File: config.mk
export PLATFORM = sky130hd
export DESIGN_NAME = plastic_synapse_conductance_top
export DESIGN_NICKNAME = d
export VERILOG_FILES = /design/src/rtl/core/psc_pkg.sv /design/src/rtl/core/psc_mul.sv /design/src/rtl/core/plastic_synapse_conductance_top.sv
export SDC_FILE = /design/constraint.sdc
export NUM_CORES = 2
export LEC_CHECK = 0
export BUFFER_PORTS_ARGS = -buffer_cell sky130_fd_sc_hd__buf_2
export CORE_ASPECT_RATIO = 1.25
export CORE_UTILIZATION = 60
export CTS_BUF_LIST = sky130_fd_sc_hd__clkbuf_4 sky130_fd_sc_hd__clkbuf_8
export DETAILED_ROUTE_END_ITERATION = 6
export PLACE_DENSITY = 0.79
export SLEW_MARGIN = 0
export SYNTH_ARGS = -nofsm -noshare
export SYNTH_HDL_FRONTEND = slang
export SYNTH_SLANG_ARGS = --single-unit
File: constraint.sdc
create_clock -name clk -period 12.5 [get_ports clk]
set_clock_uncertainty 0.1 [all_clocks]
set_input_delay 2.5 -clock clk [delete_from_list [all_inputs] [get_ports clk]]
set_output_delay 2.5 -clock clk [all_outputs]
set_load 0.1 [all_outputs]
File: src/rtl/core/psc_pkg.sv
// Shared types and constants for the plastic conductance synapse.
// Used by psc_mul and plastic_synapse_conductance_top; depends on nothing.
`default_nettype none

package psc_pkg;

  // STDP window in ticks; the loop counter is sized from it
  localparam int STDP_WINDOW = 255;
  localparam int LOOP_W      = $clog2(STDP_WINDOW + 1);

  // shared multiplier operand and product widths
  localparam int MUL_A_W = 34;
  localparam int MUL_B_W = 18;
  localparam int MUL_P_W = MUL_A_W + MUL_B_W;

  typedef logic signed [MUL_A_W-1:0] mul_a_t;
  typedef logic signed [MUL_B_W-1:0] mul_b_t;
  typedef logic signed [MUL_P_W-1:0] mul_p_t;

  // Q16 constants
  localparam logic [16:0] ONE_Q16     = 17'd65536;
  localparam logic [9:0]  DEP_RECOVER = 10'd655;
  localparam logic [11:0] FAC_DECAY   = 12'd3277;
  localparam logic [17:0] WEIGHT_MAX  = 18'd131072;
  localparam logic [17:0] DRIVE_MAX   = 18'h3FFFF;
  localparam logic signed [47:0] CUR_MAX = {1'b0, {47{1'b1}}};
  localparam logic signed [47:0] CUR_MIN = {1'b1, {47{1'b0}}};

  // commands
  typedef enum logic [1:0] {
    CMD_TICK = 2'd0,
    CMD_PRE  = 2'd1,
    CMD_PAIR = 2'd2,
    CMD_NOP  = 2'd3
  } cmd_t;

  // plasticity modes (codes 5..7 behave as none)
  localparam logic [2:0] MODE_NONE = 3'd0;
  localparam logic [2:0] MODE_FAC  = 3'd1;
  localparam logic [2:0] MODE_DEP  = 3'd2;
  localparam logic [2:0] MODE_DYN  = 3'd3;
  localparam logic [2:0] MODE_STDP = 3'd4;

  // register indexes
  localparam logic [2:0] REG_MODE     = 3'd0;
  localparam logic [2:0] REG_DELAY    = 3'd1;
  localparam logic [2:0] REG_CONTACTS = 3'd2;
  localparam logic [2:0] REG_REVERSAL = 3'd3;
  localparam logic [2:0] REG_G_DECAY  = 3'd4;
  localparam logic [2:0] REG_GAIN_P   = 3'd5;
  localparam logic [2:0] REG_GAIN_M   = 3'd6;
  localparam logic [2:0] REG_S_DECAY  = 3'd7;

  typedef enum logic [3:0] {
    S_IDLE,
    S_TICK,
    S_REL,
    S_COND,
    S_CONDW,
    S_DEPW,
    S_FACW,
    S_CURW,
    S_PRE,
    S_W1,
    S_W1W,
    S_W2W,
    S_STDP,
    S_LOOP,
    S_DW,
    S_DONE
  } state_t;

endpackage

`default_nettype wire

File: src/rtl/core/psc_mul.sv
// Shared signed multiplier with a registered product.
// Depends on psc_pkg for operand and product widths.
`default_nettype none

module psc_mul (
  input  wire logic            clk,
  input  wire psc_pkg::mul_a_t mul_a,
  input  wire psc_pkg::mul_b_t mul_b,
  output psc_pkg::mul_p_t      mul_p_r
);
  import psc_pkg::*;

  mul_p_t mul_p_nxt;

  assign mul_p_nxt = mul_p_t'(mul_a) * mul_p_t'(mul_b);

  always_ff @(posedge clk) begin
    mul_p_r <= mul_p_nxt;
  end

endmodule

`default_nettype wire

File: src/rtl/core/plastic_synapse_conductance_top.sv
// Plastic conductance synapse: tick, pre-spike and STDP pair commands, one result per item.
// A tick takes longer on a release; a pair command's run grows with |gap| (bounded by
// STDP_WINDOW); command 3 and a rejected pair go straight to the result.
// One item at a time on one shared 34x18 multiplier (psc_mul); the next item is
// accepted in the cycle after its result loads, with no overlap between items.
// Reset (synchronous, rst_n low) loads register defaults and state; needs psc_pkg, psc_mul.
`default_nettype none

module plastic_synapse_conductance_top (
  input  wire logic               clk,
  input  wire logic               rst_n,
  // input item channel
  input  wire logic               in_valid,
  output logic                    in_stall,
  input  wire logic [1:0]         in_command,
  input  wire logic signed [15:0] in_post_voltage,
  input  wire logic signed [15:0] in_spike_gap,
  // result item channel
  output logic                    out_valid,
  input  wire logic               out_stall,
  output logic signed [47:0]      out_synaptic_current,
  output logic [17:0]             out_effective_weight,
  output logic [17:0]             out_base_weight,
  // APB-style register port
  input  wire logic               cfg_psel,
  input  wire logic               cfg_penable,
  input  wire logic               cfg_pwrite,
  input  wire logic [4:0]         cfg_paddr,
  input  wire logic [31:0]        cfg_pwdata,
  output logic [31:0]             cfg_prdata,
  output logic                    cfg_pready
);
  import psc_pkg::*;

  // ---------------------------------------------------------------------------
  // Configuration registers
  // ---------------------------------------------------------------------------
  logic [2:0]         mode_r;
  logic [7:0]         delay_r;
  logic [7:0]         contacts_r;
  logic signed [15:0] reversal_r;
  logic [15:0]        g_decay_r;
  logic [15:0]        gain_p_r;
  logic [15:0]        gain_m_r;
  logic [15:0]        s_decay_r;

  logic       cfg_wr;
  logic [2:0] cfg_idx;

  assign cfg_pready = 1'b1;
  assign cfg_idx    = cfg_paddr[4:2];
  assign cfg_wr     = cfg_psel & cfg_penable & cfg_pwrite & cfg_pready;

  always_ff @(posedge clk) begin
    if (!rst_n) begin
      mode_r     <= MODE_NONE;
      delay_r    <= 8'd15;
      contacts_r <= 8'd1;
      reversal_r <= 16'sd0;
      g_decay_r  <= 16'd64238;
      gain_p_r   <= 16'd328;
      gain_m_r   <= 16'd328;
      s_decay_r  <= 16'd65209;
    end else if (cfg_wr) begin
      case (cfg_idx)
        REG_MODE:     mode_r     <= cfg_pwdata[2:0];
        REG_DELAY:    delay_r    <= cfg_pwdata[7:0];
        REG_CONTACTS: contacts_r <= cfg_pwdata[7:0];
        REG_REVERSAL: reversal_r <= cfg_pwdata[15:0];
        REG_G_DECAY:  g_decay_r  <= cfg_pwdata[15:0];
        REG_GAIN_P:   gain_p_r   <= cfg_pwdata[15:0];
        REG_GAIN_M:   gain_m_r   <= cfg_pwdata[15:0];
        REG_S_DECAY:  s_decay_r  <= cfg_pwdata[15:0];
        default: ;
      endcase
    end
  end

  always_comb begin
    case (cfg_idx)
      REG_MODE:     cfg_prdata = 32'(mode_r);
      REG_DELAY:    cfg_prdata = 32'(delay_r);
      REG_CONTACTS: cfg_prdata = 32'(contacts_r);
      REG_REVERSAL: cfg_prdata = {16'd0, reversal_r};
      REG_G_DECAY:  cfg_prdata = 32'(g_decay_r);
      REG_GAIN_P:   cfg_prdata = 32'(gain_p_r);
      REG_GAIN_M:   cfg_prdata = 32'(gain_m_r);
      REG_S_DECAY:  cfg_prdata = 32'(s_decay_r);
      default:      cfg_prdata = 32'd0;
    endcase
  end

  // mode 3 uses both short-term terms; 5..7 fall through as none
  logic use_fac;
  logic use_dep;
  assign use_fac = (mode_r == MODE_FAC) || (mode_r == MODE_DYN);
  assign use_dep = (mode_r == MODE_DEP) || (mode_r == MODE_DYN);

  // ---------------------------------------------------------------------------
  // Synapse state and sequencer registers
  // ---------------------------------------------------------------------------
  state_t state_r, state_nxt;

  logic [7:0]  cnt_r,   cnt_nxt;    // release countdown
  logic [31:0] cond_r,  cond_nxt;   // conductance, Q16.16
  logic [16:0] fac_r,   fac_nxt;    // facilitation, Q1.16
  logic [16:0] dep_r,   dep_nxt;    // depression, Q1.16
  logic [17:0] long_r,  long_nxt;   // base weight, Q2.16
  logic [17:0] drive_r, drive_nxt;  // effective weight, Q2.16

  // per-item payload latched at accept, and the STDP loop counter
  logic signed [15:0] volt_r, volt_nxt;
  logic signed [15:0] gap_r,  gap_nxt;
  logic signed [47:0] cur_r,  cur_nxt;
  logic [LOOP_W-1:0]  loop_r, loop_nxt;

  // result register
  logic               out_valid_r;
  logic signed [47:0] out_cur_r;
  logic [17:0]        out_eff_r;
  logic [17:0]        out_base_r;

  // shared multiplier
  mul_a_t mul_a;
  mul_b_t mul_b;
  mul_p_t mul_p_r;

  psc_mul u_mul (
    .clk     (clk),
    .mul_a   (mul_a),
    .mul_b   (mul_b),
    .mul_p_r (mul_p_r)
  );

  logic accept;
  logic out_free;
  logic rel_now;
  logic stdp_go;

  assign in_stall = (state_r != S_IDLE);
  assign accept   = in_valid & ~in_stall;
  assign out_free = ~out_valid_r | ~out_stall;
  assign rel_now  = (cnt_r == 8'd1);     // countdown hits zero on this tick

  // |gap|; the most negative gap maps to 32768 as an unsigned magnitude
  logic [15:0] gap_mag;
  logic [15:0] gap_mag_m1;
  assign gap_mag    = gap_r[15] ? (~gap_r + 16'd1) : gap_r;
  assign gap_mag_m1 = gap_mag - 16'd1;
  assign stdp_go    = (mode_r == MODE_STDP) && (gap_r != 16'sd0) &&
                      (gap_mag <= 16'(STDP_WINDOW));

  // driving force, 17-bit signed
  logic signed [16:0] force_v;
  assign force_v = 17'(reversal_r) - 17'(volt_r);

  // product slices
  logic [32:0] rel_sum;
  logic [16:0] p_q16;     // product >> 16, narrow results
  logic [18:0] p_w;       // product >> 16, weight chain
  logic        cur_fits;
  logic [18:0] up_sum;
  logic [15:0] dw;

  assign rel_sum  = {1'b0, cond_r} + {1'b0, mul_p_r[31:0]};
  assign p_q16    = mul_p_r[32:16];
  assign p_w      = mul_p_r[34:16];
  assign cur_fits = (&mul_p_r[MUL_P_W-1:47]) | ~(|mul_p_r[MUL_P_W-1:47]);
  assign dw       = mul_p_r[31:16];
  assign up_sum   = {1'b0, long_r} + 19'(dw);

  // ---------------------------------------------------------------------------
  // Next state
  // ---------------------------------------------------------------------------
  always_comb begin
    state_nxt = state_r;
    case (state_r)
      S_IDLE: begin
        if (in_valid) begin
          case (cmd_t'(in_command))
            CMD_TICK: state_nxt = S_TICK;
            CMD_PRE:  state_nxt = S_PRE;
            CMD_PAIR: state_nxt = S_STDP;
            default:  state_nxt = S_DONE;
          endcase
        end
      end
      S_TICK:  state_nxt = rel_now ? S_REL : S_COND;
      S_REL:   state_nxt = S_COND;
      S_COND:  state_nxt = S_CONDW;
      S_CONDW: state_nxt = S_DEPW;
      S_DEPW:  state_nxt = S_FACW;
      S_FACW:  state_nxt = S_CURW;
      S_CURW:  state_nxt = S_DONE;
      S_PRE:   state_nxt = S_W1;
      S_W1:    state_nxt = S_W1W;
      S_W1W:   state_nxt = S_W2W;
      S_W2W:   state_nxt = S_DONE;
      S_STDP:  state_nxt = stdp_go ? S_LOOP : S_DONE;
      S_LOOP:  state_nxt = (loop_r == '0) ? S_DW : S_LOOP;
      S_DW:    state_nxt = S_DONE;
      S_DONE:  state_nxt = out_free ? S_IDLE : S_DONE;
      default: state_nxt = S_IDLE;
    endcase
  end

  // ---------------------------------------------------------------------------
  // Datapath and multiplier operand select. A multiplier state retires the product
  // issued by the state before it, issues the next one, or both.
  // ---------------------------------------------------------------------------
  always_comb begin
    cnt_nxt   = cnt_r;
    cond_nxt  = cond_r;
    fac_nxt   = fac_r;
    dep_nxt   = dep_r;
    long_nxt  = long_r;
    drive_nxt = drive_r;
    volt_nxt  = volt_r;
    gap_nxt   = gap_r;
    cur_nxt   = cur_r;
    loop_nxt  = loop_r;
    mul_a     = '0;
    mul_b     = '0;

    case (state_r)
      S_IDLE: begin
        if (accept) begin
          volt_nxt = in_post_voltage;
          gap_nxt  = in_spike_gap;
          cur_nxt  = 48'sd0;
        end
      end

      // tick: countdown, maybe release drive * contacts, then decay/recover and compute current
      S_TICK: begin
        if (cnt_r != 8'd0) begin
          cnt_nxt = cnt_r - 8'd1;
        end
        mul_a = MUL_A_W'(drive_r);
        mul_b = MUL_B_W'(contacts_r);
      end
      S_REL: begin
        cond_nxt = rel_sum[32] ? 32'hFFFF_FFFF : rel_sum[31:0];
      end
      S_COND: begin
        mul_a = MUL_A_W'(cond_r);
        mul_b = MUL_B_W'(g_decay_r);
      end
      S_CONDW: begin
        cond_nxt = mul_p_r[47:16];
        mul_a    = MUL_A_W'(ONE_Q16 - dep_r);
        mul_b    = MUL_B_W'(DEP_RECOVER);
      end
      S_DEPW: begin
        if (use_dep) begin
          dep_nxt = dep_r + p_q16;
        end
        mul_a = MUL_A_W'(fac_r);
        mul_b = MUL_B_W'(FAC_DECAY);
      end
      S_FACW: begin
        if (use_fac) begin
          fac_nxt = fac_r - p_q16;
        end
        mul_a = MUL_A_W'(cond_r);
        mul_b = MUL_B_W'(force_v);
      end
      S_CURW: begin
        if (cur_fits) begin
          cur_nxt = mul_p_r[47:0];
        end else begin
          cur_nxt = mul_p_r[MUL_P_W-1] ? CUR_MIN : CUR_MAX;
        end
      end

      // pre spike: restart delay, update short-term terms, rebuild drive
      S_PRE: begin
        cnt_nxt = delay_r;
        if (use_fac) begin
          fac_nxt = fac_r + ((ONE_Q16 - fac_r) >> 1);
        end
        if (use_dep) begin
          dep_nxt = dep_r >> 1;
        end
      end
      S_W1: begin
        mul_a = MUL_A_W'(long_r);
        mul_b = MUL_B_W'(18'(ONE_Q16) + 18'(fac_r));
      end
      S_W1W: begin
        mul_a = MUL_A_W'(p_w);
        mul_b = MUL_B_W'(dep_r);
      end
      S_W2W: begin
        drive_nxt = p_w[18] ? DRIVE_MAX : p_w[17:0];
      end

      // STDP pair: factor = decay^|gap| times gain, one multiply per step, then update base weight
      S_STDP: begin
        loop_nxt = gap_mag_m1[LOOP_W-1:0];
        mul_a    = MUL_A_W'(ONE_Q16);
        mul_b    = MUL_B_W'(s_decay_r);
      end
      S_LOOP: begin
        mul_a = MUL_A_W'(p_q16);
        if (loop_r == '0) begin
          mul_b = MUL_B_W'(gap_r[15] ? gain_m_r : gain_p_r);
        end else begin
          mul_b    = MUL_B_W'(s_decay_r);
          loop_nxt = loop_r - LOOP_W'(1);
        end
      end
      S_DW: begin
        if (!gap_r[15]) begin
          long_nxt = (up_sum > 19'(WEIGHT_MAX)) ? WEIGHT_MAX : up_sum[17:0];
        end else begin
          long_nxt = (18'(dw) >= long_r) ? 18'd0 : (long_r - 18'(dw));
        end
      end

      default: ;
    endcase
  end

  always_ff @(posedge clk) begin
    if (!rst_n) begin
      state_r <= S_IDLE;
      cnt_r   <= 8'd0;
      cond_r  <= 32'd0;
      fac_r   <= 17'd0;
      dep_r   <= ONE_Q16;
      long_r  <= 18'(ONE_Q16);
      drive_r <= 18'(ONE_Q16);
    end else begin
      state_r <= state_nxt;
      cnt_r   <= cnt_nxt;
      cond_r  <= cond_nxt;
      fac_r   <= fac_nxt;
      dep_r   <= dep_nxt;
      long_r  <= long_nxt;
      drive_r <= drive_nxt;
    end
  end

  // item payload and loop counter, no reset needed
  always_ff @(posedge clk) begin
    volt_r <= volt_nxt;
    gap_r  <= gap_nxt;
    cur_r  <= cur_nxt;
    loop_r <= loop_nxt;
  end

  // ---------------------------------------------------------------------------
  // Result register: loaded from S_DONE when the slot is free
  // ---------------------------------------------------------------------------
  logic out_load;
  assign out_load = (state_r == S_DONE) && out_free;

  always_ff @(posedge clk) begin
    if (!rst_n) begin
      out_valid_r <= 1'b0;
    end else if (out_load) begin
      out_valid_r <= 1'b1;
    end else if (!out_stall) begin
      out_valid_r <= 1'b0;
    end
  end

  always_ff @(posedge clk) begin
    if (out_load) begin
      out_cur_r  <= cur_r;
      out_eff_r  <= drive_r;
      out_base_r <= long_r;
    end
  end

  assign out_valid            = out_valid_r;
  assign out_synaptic_current = out_cur_r;
  assign out_effective_weight = out_eff_r;
  assign out_base_weight      = out_base_r;

endmodule

`default_nettype wire
# Word-level counts from Yosys, hierarchy flattened
# Cells that the tools add are included.
[totals] reg_bits=438 latch_bits=0 ram_bits=0 romBits=0 input_bits=78 out_inout_bits=119 wordCells=161 n_memories=0
[classes] add_sub_neg=14 mul=1 div_mod_pow=0 order_cmp=3 eq_ne=38 n_shift=0 muxes=35 bitwise=10 reduce_logical=36
[ops] op="$pmux 34 s8" count=1
[ops] op="$pmux 32 s8" count=1
[ops] op="$pmux 18 s9" count=1
[ops] op="$mux 48" count=3
[ops] op="$pmux 48 s2" count=1
[ops] op="$mux 18" count=4
[ops] op="$mux 17" count=4
[ops] op="$pmux 17 s2" count=2
[ops] op="$pmux 32 s2" count=1
[ops] op="$pmux 4 s14" count=1
[ops] op="$mul 34x18->52" count=1
[ops] op="$mux 16" count=3
[ops] op="$add 32x32->33" count=1
[ops] op="$eq 4x4->1 const B" count=8
[ops] op="$mux 32" count=1
[ops] op="$pmux 8 s2" count=2
[ops] op="$reduce_and 2->1" count=12
[ops] op="$sub 8x1->8 const B" count=3
[ops] op="$add 18x16->19" count=1
[ops] op="$gt 19x18->1 const B" count=1
[ops] op="$add 17x17->18 const A" count=1
[ops] op="$ge 16x18->1" count=1
[ops] op="$sub 17x17->18 const A" count=1
[ops] op="$sub 18x16->18" count=1
[ops] op="other kinds (42)" count=81

# Longest topological paths before layout
[logic_depth] ltp_word=7 depth_mapped=41 ltp_nobuf=38

# Cells and area by module
# From an unflattened synthesis, not the netlist that was laid out.
[hier_totals] cells_unflattened=5136 hier_area_um2=45642.5
[modules_own_cells] module="plastic_synapse_conductance_top" n_inst=1 cells_each=2661 area_each_um2=23420.0 seq_area_each_um2=9449.1
[modules_own_cells] module="psc_mul" n_inst=1 cells_each=2475 area_each_um2=22222.6 seq_area_each_um2=1041.0

# Worst setup path before layout
# OpenSTA, ideal clock, no wires.
[synth_timing] kind="reg-to-reg" start="register reversal_r[0]" end="register u_mul.mul_p_r[48]" setup_ns=0.120 arrival_time_ns=8.400 required_ns=12.280 setup_slack_ns=3.881 stages_incl_launch_ff=37 path_buffers=2 synth_period_minus_slack_ns=8.619 cell_sequence="dfxtp_1 -> inv_1 -> ha_1 -> fa_1 -> nor2b_1 -> o21ai_0 -> a21boi_0 -> o21ai_0 -> a21oi_1 -> o21ai_0 -> a21oi_1 -> o22a_1 -> xnor2_1 -> a221o_1 -> clkbuf_1 -> nand2_1 -> fa_1 -> inv_1 -> fa_1 -> fa_1 -> fa_1 -> fa_1 -> inv_1 -> fa_1 -> inv_1 -> ha_1 -> clkbuf_1 -> nand4_1 -> a21o_1 -> o21ai_1 -> a31oi_1 -> o31ai_1 -> a32oi_1 -> o31ai_1 -> a21o_1 -> a21oi_1 -> xnor2_1"
[synth_between] elab_chain_cells=3
[synth_lines] item="from (decl)" line="plastic_synapse_conductance_top.sv:41" source="logic signed [15:0] reversal_r;"
[synth_lines] item="from (signal assigned)" line="plastic_synapse_conductance_top.sv:69" source="REG_REVERSAL: reversal_r <= cfg_pwdata[15:0];"
[synth_lines] item="$sub 16x16->17" line="plastic_synapse_conductance_top.sv:155" source="assign force_v = 17'(reversal_r) - 17'(volt_r);"
[synth_lines] item="$pmux 18 s9" line="plastic_synapse_conductance_top.sv:225" source="case (state_r)"
[synth_lines] item="$mul 34x18->52" line="psc_mul.sv:15" source="assign mul_p_nxt = mul_p_t'(mul_a) * mul_p_t'(mul_b);"
[synth_lines] item="net u_mul.mul_p_nxt[48]" line="psc_mul.sv:13" source="mul_p_t mul_p_nxt;"
[synth_lines] item="to (signal assigned)" line="psc_mul.sv:18" source="mul_p_r <= mul_p_nxt;"
[synth_lines] item="to (decl)" line="psc_mul.sv:9" source="output psc_pkg::mul_p_t mul_p_r"
# The timed path passes the listed nets, and every way through them passes these cells.
# A chain may end at the register's enable or synchronous reset.

# Worst setup path in the final report
[layout_timing] start="register dep_r[4]" end="register u_mul.mul_p_r[48]"
[layout_between] elab_chain_cells=3 elab_cells_between_ends=4 classes_between="add/sub: 1; mul: 1; mux: 2"
[layout_lines] item="from (decl)" line="plastic_synapse_conductance_top.sv:107" source="logic [16:0] dep_r, dep_nxt;"
[layout_lines] item="from (signal assigned)" line="plastic_synapse_conductance_top.sv:339" source="dep_r <= dep_nxt;"
[layout_lines] item="$sub 17x17->18" line="plastic_synapse_conductance_top.sv:251" source="mul_a = MUL_A_W'(ONE_Q16 - dep_r);"
[layout_lines] item="$pmux 34 s8" line="plastic_synapse_conductance_top.sv:225"
[layout_lines] item="$mul 34x18->52 *" line="psc_mul.sv:15"
[layout_lines] item="net u_mul.mul_p_nxt[48]" line="psc_mul.sv:13"
# The timed path passes the listed nets; every way through them passes the cells marked *.

==> summary.json <==
{
  "worst_setup_path": {
    "critical_path_peak_fanout": 21,
    "regToRegStartpoint": "dep_r[4]",
    "cp_data_arrival_time_ps": 11540,
    "cp_num_buf_inv": 6,
    "critical-path-top-delay-family": "adder cells",
    "worstSetupEndpointType": "flip-flop",
    "cp_slowest_cell": "sky130_fd_sc_hd__o31ai_1",
    "cp_common_cell": "sky130_fd_sc_hd__fa_1",
    "worst_setup_path_start_kind": "flip-flop",
    "data_required_time_at_the_worst_endpoint_ps": 12980,
    "timing_worst_setup_path_type": "flip-flop to flip-flop",
    "worst_setup_path_startpoint": "dep_r[4]",
    "cp_slowest_stage_delay_ps": 850
  },
  "grt": {
    "overflow": 0,
    "met1_usage": 0.4166,
    "grt_util_all_layers": 0.3737,
    "grt.met2_usage": 0.6215,
    "global_route.usage.met3": 0.06976,
    "number_of_global_route_vias_before_repair": 38650,
    "grt_first_pass_wirelength_mm": 215.0,
    "initial_antenna_violation_count": 5,
    "global_routing_s_busiest_layer": "met2",
    "grt_max_degree": 120
  },
  "die": {
    "chipHeight_um": 308.7,
    "pin_count": 197,
    "std_cell_rows": 112,
    "coreArea_sq_um": 74550,
    "floorplan.initialDensity": 0.6056,
    "floorplan.die_area_sq_um": 76360,
    "die_w_um": 247.4
  },
  "sta": {
    "final.setup.worst_slack_ps": 1442,
    "slew_headroom": 0.08150,
    "slew_violations": 0,
    "tns_ps": 0,
    "rsz0062_at_grt": "false",
    "maximum_clock_rate_ghz": 0.09043,
    "measured_slew_at_the_worst_slew_check_pin_ps": 1373,
    "finalCriticalPeriod_ps": 11060,
    "setup_viol_count_final": 0,
    "fin_worst_hold_slack_ps": 306.3,
    "hold_viol": 0,
    "final_period_util": 0.8847
  },
  "place": {
    "detailedPlace.worstSlack_ps": 1676,
    "dp_hpwl_mm": 107.5,
    "gp_congestion": 1.026,
    "port-buffer-count": 161
  },
  "cts": {
    "number_of_cts_inserted_buffers": 71,
    "clock_path_buffers": 3,
    "clock_tree_from_tritoncts": "yes",
    "clock_tree.root_cell": "sky130_fd_sc_hd__clkbuf_8",
    "clkLatencyLatePin_ps": 710,
    "post_cts_buffers": 0,
    "cts.sink_count": 438,
    "post_cts_hold_buffer_count": 0,
    "ctsHtreeMaxLevel": 3,
    "clk_transition_reported_paths_ps": 80,
    "ctsResizeCount": 0
  },
  "power_and_ir_drop": {
    "p_leak_nw": 22.27,
    "power-per-cell-area_nw_per_um2": 164.2,
    "ir_worst_vdd_uv": 485.9
  },
  "status": {
    "outcome": "complete, but fails checks",
    "violations": "DRC"
  },
  "logic_synthesis": {
    "cell_area_after_synthesis_sq_um": 45150,
    "count_of_flip_flops_with_a_built_in_enable_after_synthesis": 172,
    "ys_seq_elements": 438,
    "synth.lib_cells_used.distinct": 94,
    "synth_sequential_area_ratio": 0.2323,
    "synthFlopType": "sky130_fd_sc_hd__dfxtp_1",
    "yosysWarnings": 0,
    "proportion_of_register_bits_with_asynchronous_set_or_reset_after_synthesis": 0,
    "post_synth.cell_area_avg_sq_um": 8.862,
    "netlist_instances": 5095
  },
  "finish": {
    "layout-area-overhead-vs-synth_pct": 7.316,
    "num-fill-cells": 6123,
    "layout.core_utilization": 0.6499,
    "finalNetCount": 6059,
    "drive_above_1_share": 0.08730
  },
  "detailed_routing": {
    "wl_per_instance_um": 22.70,
    "via_per_inst": 6.167,
    "detailedRoute.firstIterationViolations": 4085,
    "route.detailed.drc": 31,
    "detailed_route_via_count": 38160,
    "router_iterations_before_antenna_repair": 7,
    "detail-route-antenna-nets": 0,
    "postRouteWirelength_mm": 140.4
  },
  "run": {
    "drv_cap": 0
  },
  "worst_hold_path": {
    "min-delay-path-class": "flip-flop to flip-flop",
    "hold_start": "cur_r[7]"
  }
}
logic make-up after synthesis:
| logic type | after synthesis | synth area share |
|---|---|---|
| adder cells (fa/ha/maj) | 826 | 0.3253 |
| multiplexers | 53 | 0.01577 |
| other | 2 | 0.0001663 |
| AND/OR/NAND/NOR | 1559 | 0.1502 |
| XOR/XNOR | 172 | 0.03337 |
| buffers and inverters | 1059 | 0.09109 |
| flip-flops | 438 | 0.2323 |
| AO/OA/AOI/OAI | 986 | 0.1518 |
registers in the layout, indices dropped and copies added (netlist names), 16 cells and up:
signal                flops
cond_r                   32
cur_r                    48
dep_r                    17
drive_r                  18
fac_r                    17
g_decay_r                16
gain_m_r                 16
gain_p_r                 16
gap_r                    16
long_r                   18
out_base_weight          18
out_effective_weight     18
out_synaptic_current     48
reversal_r               16
s_decay_r                16
u_mul.mul_p_r            52
volt_r                   16
cell type report:
type                    count  area (sq um)  share of cell area
multi-input cells        3633         30880              0.6374
inverters                 775          2912             0.06009
well taps                 969          1212             0.02502
clock inverters            40         389.1            0.008031
clock buffers              90          1176             0.02427
flip-flops and latches    438         10490              0.2165
repair buffers            236          1375             0.02838
diodes                      6         15.01           0.0003099
final timing paths:
kind | endpoint | slack (ps) | cells past startpoint
setup / recovery | u_mul.mul_p_r[48] | 1440 | 31
hold / removal | out_synaptic_current[7] | 310 | 0
setup reg to reg | u_mul.mul_p_r[48] | 1440 | 31
hold reg to reg | out_synaptic_current[7] | 310 | 0
layer usage:
metal | wire length [um] | up-vias
met2 | 67000 | 2197
met3 | 12910 | 721
li1 | - | 16770
met4 | 13410 | 0
met5 | 0 | -
met1 | 47110 | 18470
report_power, final:
part,total [mW],switching (mW),internal (mW)
clock network,1.40,0.635,0.770
logic,4.54,2.98,1.56
registers,2.01,0.269,1.74
total,7.95,3.88,4.07
metrics by stage:
step,cell area [sq um],power (mW),cells
after floorplan,45280,5.071,5130
after global placement,46870,6.333,6051
after detailed placement,46870,6.436,6051
after CTS,48440,7.843,6181
after global routing,48440,8.388,6182
final,48450,7.954,6187
Yosys cell counts, types with 19 or more instances:
| cell type | instances | area (sq um) |
|---|---|---|
| sky130_fd_sc_hd__buf_4 | 20 | 150.1 |
| sky130_fd_sc_hd__inv_1 | 773 | 2902 |
| sky130_fd_sc_hd__edfxtp_1 | 172 | 5165 |
| sky130_fd_sc_hd__xor2_1 | 50 | 437.9 |
| sky130_fd_sc_hd__nor3_1 | 50 | 250.2 |
| sky130_fd_sc_hd__nand4_1 | 19 | 118.9 |
| sky130_fd_sc_hd__o21a_1 | 38 | 285.3 |
| sky130_fd_sc_hd__o211ai_1 | 30 | 225.2 |
| sky130_fd_sc_hd__dfxtp_1 | 266 | 5325 |
| sky130_fd_sc_hd__and2_1 | 44 | 275.3 |
| sky130_fd_sc_hd__o221ai_1 | 38 | 332.8 |
| sky130_fd_sc_hd__a31oi_1 | 25 | 156.4 |
| sky130_fd_sc_hd__xnor2_1 | 122 | 1069 |
| sky130_fd_sc_hd__nand2b_1 | 54 | 337.8 |
| sky130_fd_sc_hd__o211a_1 | 28 | 280.3 |
| sky130_fd_sc_hd__o31ai_1 | 21 | 157.7 |
| sky130_fd_sc_hd__a21boi_0 | 107 | 803.3 |
| sky130_fd_sc_hd__a22oi_1 | 28 | 210.2 |
| sky130_fd_sc_hd__a21o_1 | 68 | 510.5 |
| sky130_fd_sc_hd__o21ai_0 | 142 | 710.7 |
| sky130_fd_sc_hd__nor2b_1 | 54 | 337.8 |
| sky130_fd_sc_hd__a221oi_1 | 27 | 236.5 |
| sky130_fd_sc_hd__mux2i_1 | 34 | 340.3 |
| sky130_fd_sc_hd__nand3_1 | 107 | 535.5 |
| sky130_fd_sc_hd__fa_1 | 580 | 11610 |
| sky130_fd_sc_hd__ha_1 | 246 | 3078 |
| sky130_fd_sc_hd__nor2_1 | 401 | 1505 |
| sky130_fd_sc_hd__a21oi_1 | 238 | 1191 |
| sky130_fd_sc_hd__or3_1 | 19 | 118.9 |
| sky130_fd_sc_hd__nand2_1 | 734 | 2755 |
| sky130_fd_sc_hd__and3_1 | 23 | 143.9 |
| sky130_fd_sc_hd__clkbuf_1 | 226 | 848.3 |
cells in the final DEF, fill, tap and decap left out, types with 28 or more instances in the layout:
cell,n
sky130_fd_sc_hd__fa_1,580
sky130_fd_sc_hd__nand2_1,734
sky130_fd_sc_hd__o21a_1,38
sky130_fd_sc_hd__o211ai_1,30
sky130_fd_sc_hd__a21boi_0,107
sky130_fd_sc_hd__and2_1,44
sky130_fd_sc_hd__nor2_1,394
sky130_fd_sc_hd__nand3_1,107
sky130_fd_sc_hd__xnor2_1,122
sky130_fd_sc_hd__inv_1,773
sky130_fd_sc_hd__a22oi_1,28
sky130_fd_sc_hd__a21o_1,68
sky130_fd_sc_hd__o211a_1,28
sky130_fd_sc_hd__a21oi_1,237
sky130_fd_sc_hd__buf_2,160
sky130_fd_sc_hd__nand2b_1,54
sky130_fd_sc_hd__dfxtp_1,266
sky130_fd_sc_hd__nor3_1,48
sky130_fd_sc_hd__o221ai_1,38
sky130_fd_sc_hd__mux2i_1,34
sky130_fd_sc_hd__clkbuf_8,80
sky130_fd_sc_hd__conb_1,37
sky130_fd_sc_hd__edfxtp_1,172
sky130_fd_sc_hd__o21ai_0,136
sky130_fd_sc_hd__xor2_1,50
sky130_fd_sc_hd__nor2b_1,54
sky130_fd_sc_hd__ha_1,246
sky130_fd_sc_hd__buf_4,75
No activity file was read; power rests on OpenSTA's default activity.
